### config.mk
export PLATFORM = sky130hd
export DESIGN_NAME = slq_div
export DESIGN_NICKNAME = d
export VERILOG_FILES = /design/src/sv/slq_div.sv
export SDC_FILE = /design/constraint.sdc
export NUM_CORES = 1
export LEC_CHECK = 0
export CAP_MARGIN = 20
export CORE_MARGIN = 3
export CORE_UTILIZATION = 30
export DETAILED_ROUTE_END_ITERATION = 10
export DONT_BUFFER_PORTS = 1
export PLACE_DENSITY = 0.4
export SLEW_MARGIN = 0
export SYNTH_ARGS = -nofsm -noshare
export SYNTH_HDL_FRONTEND = slang
export SYNTH_SLANG_ARGS = --single-unit
### constraint.sdc
create_clock -name clk_i -period 2.81 [get_ports clk_i]
set_input_delay 0.281 -clock clk_i [delete_from_list [all_inputs] [get_ports clk_i]]
set_output_delay 0.281 -clock clk_i [all_outputs]
set_load 0.05 [all_outputs]
### src/sv/slq_div.sv
module slq_div #(
  parameter int unsigned NumW = 36,
  parameter int unsigned DenW = 16
) (
  input  logic            clk_i,
  input  logic            rst_ni,
  input  logic            start_i,
  input  logic [NumW-1:0] num_i,
  input  logic [DenW-1:0] den_i,
  output logic            done_o,
  output logic [NumW-1:0] quo_o
);
  localparam int unsigned CntW = $clog2(NumW + 1);

  logic [NumW-1:0] quo_q, quo_d;
  logic [DenW-1:0] rem_q, rem_d;
  logic [DenW-1:0] den_q, den_d;
  logic [CntW-1:0] cnt_q, cnt_d;
  logic            busy_q, busy_d;
  logic            done_q, done_d;
  logic [DenW:0]   trial;
  logic [DenW:0]   diff;

  // One quotient bit per cycle, restoring.
  always_comb begin
    trial = {rem_q, quo_q[NumW-1]};
    diff  = trial - {1'b0, den_q};
    quo_d = quo_q;
    rem_d = rem_q;
    den_d = den_q;
    cnt_d = cnt_q;
    busy_d = busy_q;
    done_d = 1'b0;
    if (start_i) begin
      quo_d  = num_i;
      rem_d  = '0;
      den_d  = den_i;
      cnt_d  = CntW'(NumW);
      busy_d = 1'b1;
    end else if (busy_q) begin
      if (trial >= {1'b0, den_q}) begin
        rem_d = diff[DenW-1:0];
        quo_d = {quo_q[NumW-2:0], 1'b1};
      end else begin
        rem_d = trial[DenW-1:0];
        quo_d = {quo_q[NumW-2:0], 1'b0};
      end
      cnt_d = cnt_q - 1'b1;
      if (cnt_q == CntW'(1)) begin
        busy_d = 1'b0;
        done_d = 1'b1;
      end
    end
  end

  always_ff @(posedge clk_i or negedge rst_ni) begin
    if (!rst_ni) begin
      busy_q <= 1'b0;
      done_q <= 1'b0;
      cnt_q  <= '0;
    end else begin
      busy_q <= busy_d;
      done_q <= done_d;
      cnt_q  <= cnt_d;
    end
  end

  always_ff @(posedge clk_i) begin
    quo_q <= quo_d;
    rem_q <= rem_d;
    den_q <= den_d;
  end

  assign done_o = done_q;
  assign quo_o  = quo_q;
endmodule

==> impl_results.md <==
- Worst min path class: in -> reg
- Status: complete, no violations
- Top-count cell post-synth: edfxtp_1
- TritonCTS clock tree: built
- Die Y: around 120 µm
- Worst Setup Start Kind: flop
- Diode count: 0
- Syn Inst Count: between 300 and 400
- Fmax: approximately 380 MHz
- Synthesized net count: 426
- Leak: about 1.9 nW
- Gr usage total: between 10% and 20%
- Worst-margin pin slew: between 600 and 700 ps
- Final hold viol count: 0
- Setup violators final: 0
- Period utilization: approximately 93%
- Via density: 5.102
- Flop pwr share: 38.9%
- Std cell rows: between 40 and 50
- Vias in the first global route: between 2k and 3k
- Die ar.: between 0.015 and 0.02 mm²
- CTS Sinks: 76
- Clock root cell: clkbuf_16
- P_int: between 0.002 and 0.003 W
- GP Congestion: ~0.83
- Slew Limit Headroom: between 50 and 60%
- Setup bufs post-CTS: 0
- Hold Crit Start: den_i[12]
- Yosys reg bits: 76
- Initial DRT Pass Iterations: 4
- Clock latency on the worst-skew pair: 340 ps
- Synth-to-Final Area Change: 15.10%
- HPWL Detailed: ~7.2 mm
- Comb power frac: between 30% and 40%
- Worst EP arrival: 2900 ps
- Critical Path Start: den_q[8]
- Drt total wl: between 9 and 10 mm
- Via Count: approximately 2.8k
- Clock buffer depth: 2
- First-pass GRT wire length: approximately 16 mm
- Chip width: approximately 120 µm
- Pwr/cell area: between 900 and 1000 mW/mm²
- Crit Reg-Reg Startpoint: den_q[8]
- Post-Syn Area per Cell: between 10 and 15 µm²
- Nets: approximately 440
- CP Max Fanout: 7
- Post-synthesis cell area: around 0.0041 mm²
- Synth Flop Type: edfxtp_1
- Required @ worst endpoint: 3090 ps
- Synth Warn #: 0
- Grt total ovfl: 0
- Sw power: between 0.0015 and 0.002 W
- Largest area contributor in the netlist: edfxtp_1
- Setup WS post-layout: about 190 ps
- EDFF count, synth: between 50 and 60
- Crit Path Class: reg -> reg
- Worst slack at placement: 57.46 ps
- Number of remaining DRC errors: 0
- Period minus WS final: about 2600 ps
- H-tree depth: 3
- Share of cells above drive strength 1: a little under a quarter
- Peak VDD IR: around 470 µV
- Inserted Clock Buffers: 9
- Final Skew: 11.25 ps
- Distinct cell type count after synthesis: 65
- Initial Utilization: about 31%
- Core Box Area: approximately 0.013 mm²
- Post-route ant nets: 0
- PortBufs: 0
- # IOs: 92
- Asr flop ratio synth: 10.53%
- Worst Setup End Kind: flop
- Top-area cell type share of the netlist area: between 30% and 40%
- Top cells by area, synth: edfxtp_1, mux2_2, dfxtp_1, ha_1, dfrtp_1
- Synth cell count leaders: edfxtp_1, mux2_2, nor2_1
- MaxCap Viol Count: 0
- Fin Hold WS: around 35 ps
- Sequential-to-total area share from yosys stat: 50.36%
- Switch share: a little under two fifths
- DR WL/cell: 18.04 µm
- Initial antenna violation count: 0
- TNS Setup: 0 ps
- Clock power share: 26.1%
- Unrepaired setup endpoints after global routing: false
- Slew Viols, Final: 0
- DRT iter0 DRCs: between 100 and 150
- Clk slew on worst S/H paths: 60 ps
- Largest net degree at the start of global routing: 70
-- worst paths after layout --
path                       depth (start not counted)  slack [ps]   endpoint
setup / recovery                                   8         190  rem_q[15]
hold / removal                                     0          40  den_q[12]
setup reg to reg                                   8         190  rem_q[15]
hold reg to reg                                    2         510   rem_q[4]
max in group asynchronous                          1        2230     busy_q
min in group asynchronous                          1         300     done_o
-- registers in the layout (all words and copies together) (netlist names) --
name and flops:
done_o 1, cnt_q 6, rem_q 16, quo_o 36, busy_q 1, den_q 16
-- cell type report --
type,instances,area (µm²)
fillers,1354,8589
inverters,23,86.33
clock buffers,10,229.0
clock inverters,5,77.57
repair buffers,23,175.2
multi-input cells,236,1888
flip-flops and latches,76,2082
well taps,176,220.2
-- power groups by stage --
stage                     Clock [W]  Combinational [W]  Sequential (W)
after floorplan                   0            0.00119         0.00178
after global placement            0            0.00162         0.00184
after detailed placement          0            0.00161         0.00183
after CTS                   0.00126            0.00162         0.00182
after global routing        0.00131            0.00181         0.00184
final                       0.00122            0.00163         0.00181
-- through the flow --
| step | area [µm²] | instances | util [%] | power (W) |
|---|---|---|---|---|
| 6_report | 4758 | 549 | 35.65 | 0.004658 |
| 5_1_grt | 4758 | 549 | 35.65 | 0.004956 |
| 4_1_cts | 4746 | 549 | 35.55 | 0.004702 |
| 3_5_place_dp | 4429 | 533 | 33.18 | 0.003444 |
| 3_3_place_gp | 4429 | 533 | 33.18 | 0.003458 |
| 2_1_floorplan | 4134 | 352 | - | 0.002968 |
-- layout by cell type, fill, tap and decap left out, drive strengths merged, types with 2 or more instances in the layout --
master / n
a211oi: 4
a21o: 10
a21oi: 13
a221oi: 3
a311o: 4
a311oi: 5
a31oi: 3
and2: 9
buf: 22
bufinv: 2
clkbuf: 10
clkinv: 3
dfrtp: 8
dfxtp: 16
edfxtp: 52
ha: 18
inv: 23
mux2: 36
nand2: 11
nand2b: 10
nand3: 10
nand4: 8
nor2: 26
nor2b: 2
nor3: 3
o211ai: 2
o21a: 2
o21ai: 10
o22a: 2
o311ai: 4
o31ai: 3
o41ai: 4
or3: 3
xnor2: 8
xor2: 4
-- critical path, stage by stage (launching register included) --
cell and delay, ps:
edfxtp_1 320, inv_1 50, ha_1 380, a21o_1 240, a221o_1 420, or3_1 400
o22a_1 200, a221oi_1 390, a311o_1 170
-- layer usage --
| layer | track usage (%) | part of all wire (%) | up-vias | routed length (µm) |
|---|---|---|---|---|
| li1 | - | - | 1372 | - |
| met1 | 18.82 | 45 | 1324 | 4492 |
| met2 | 20.29 | 46 | 97 | 4519 |
| met3 | 6.176 | 7.9 | 8 | 778 |
| met4 | 3.529 | 1.1 | 0 | 113 |
| met5 | 0 | 0 | - | 0 |
-- what timing repair did --
action / CTS / global route
hold endpoints to repair: 8 / 0
hold buffers: 1 / 0
gates resized for setup: 0 / 3
endpoints found under the setup margin: 0 / 15
-- cells by family (layout without fill, tap and decap cells) --
logic type	count (synthesis)	in the layout	share of synthesized area, %
buf+inv	40	61	4.267
compound gates	79	79	15.19
flops	76	76	50.36
fa+ha+maj	19	19	5.932
xor+xnor	12	12	2.542
simple gates	89	89	11.65
mux	37	37	10.05
No activity file was read; power rests on OpenSTA's default activity.
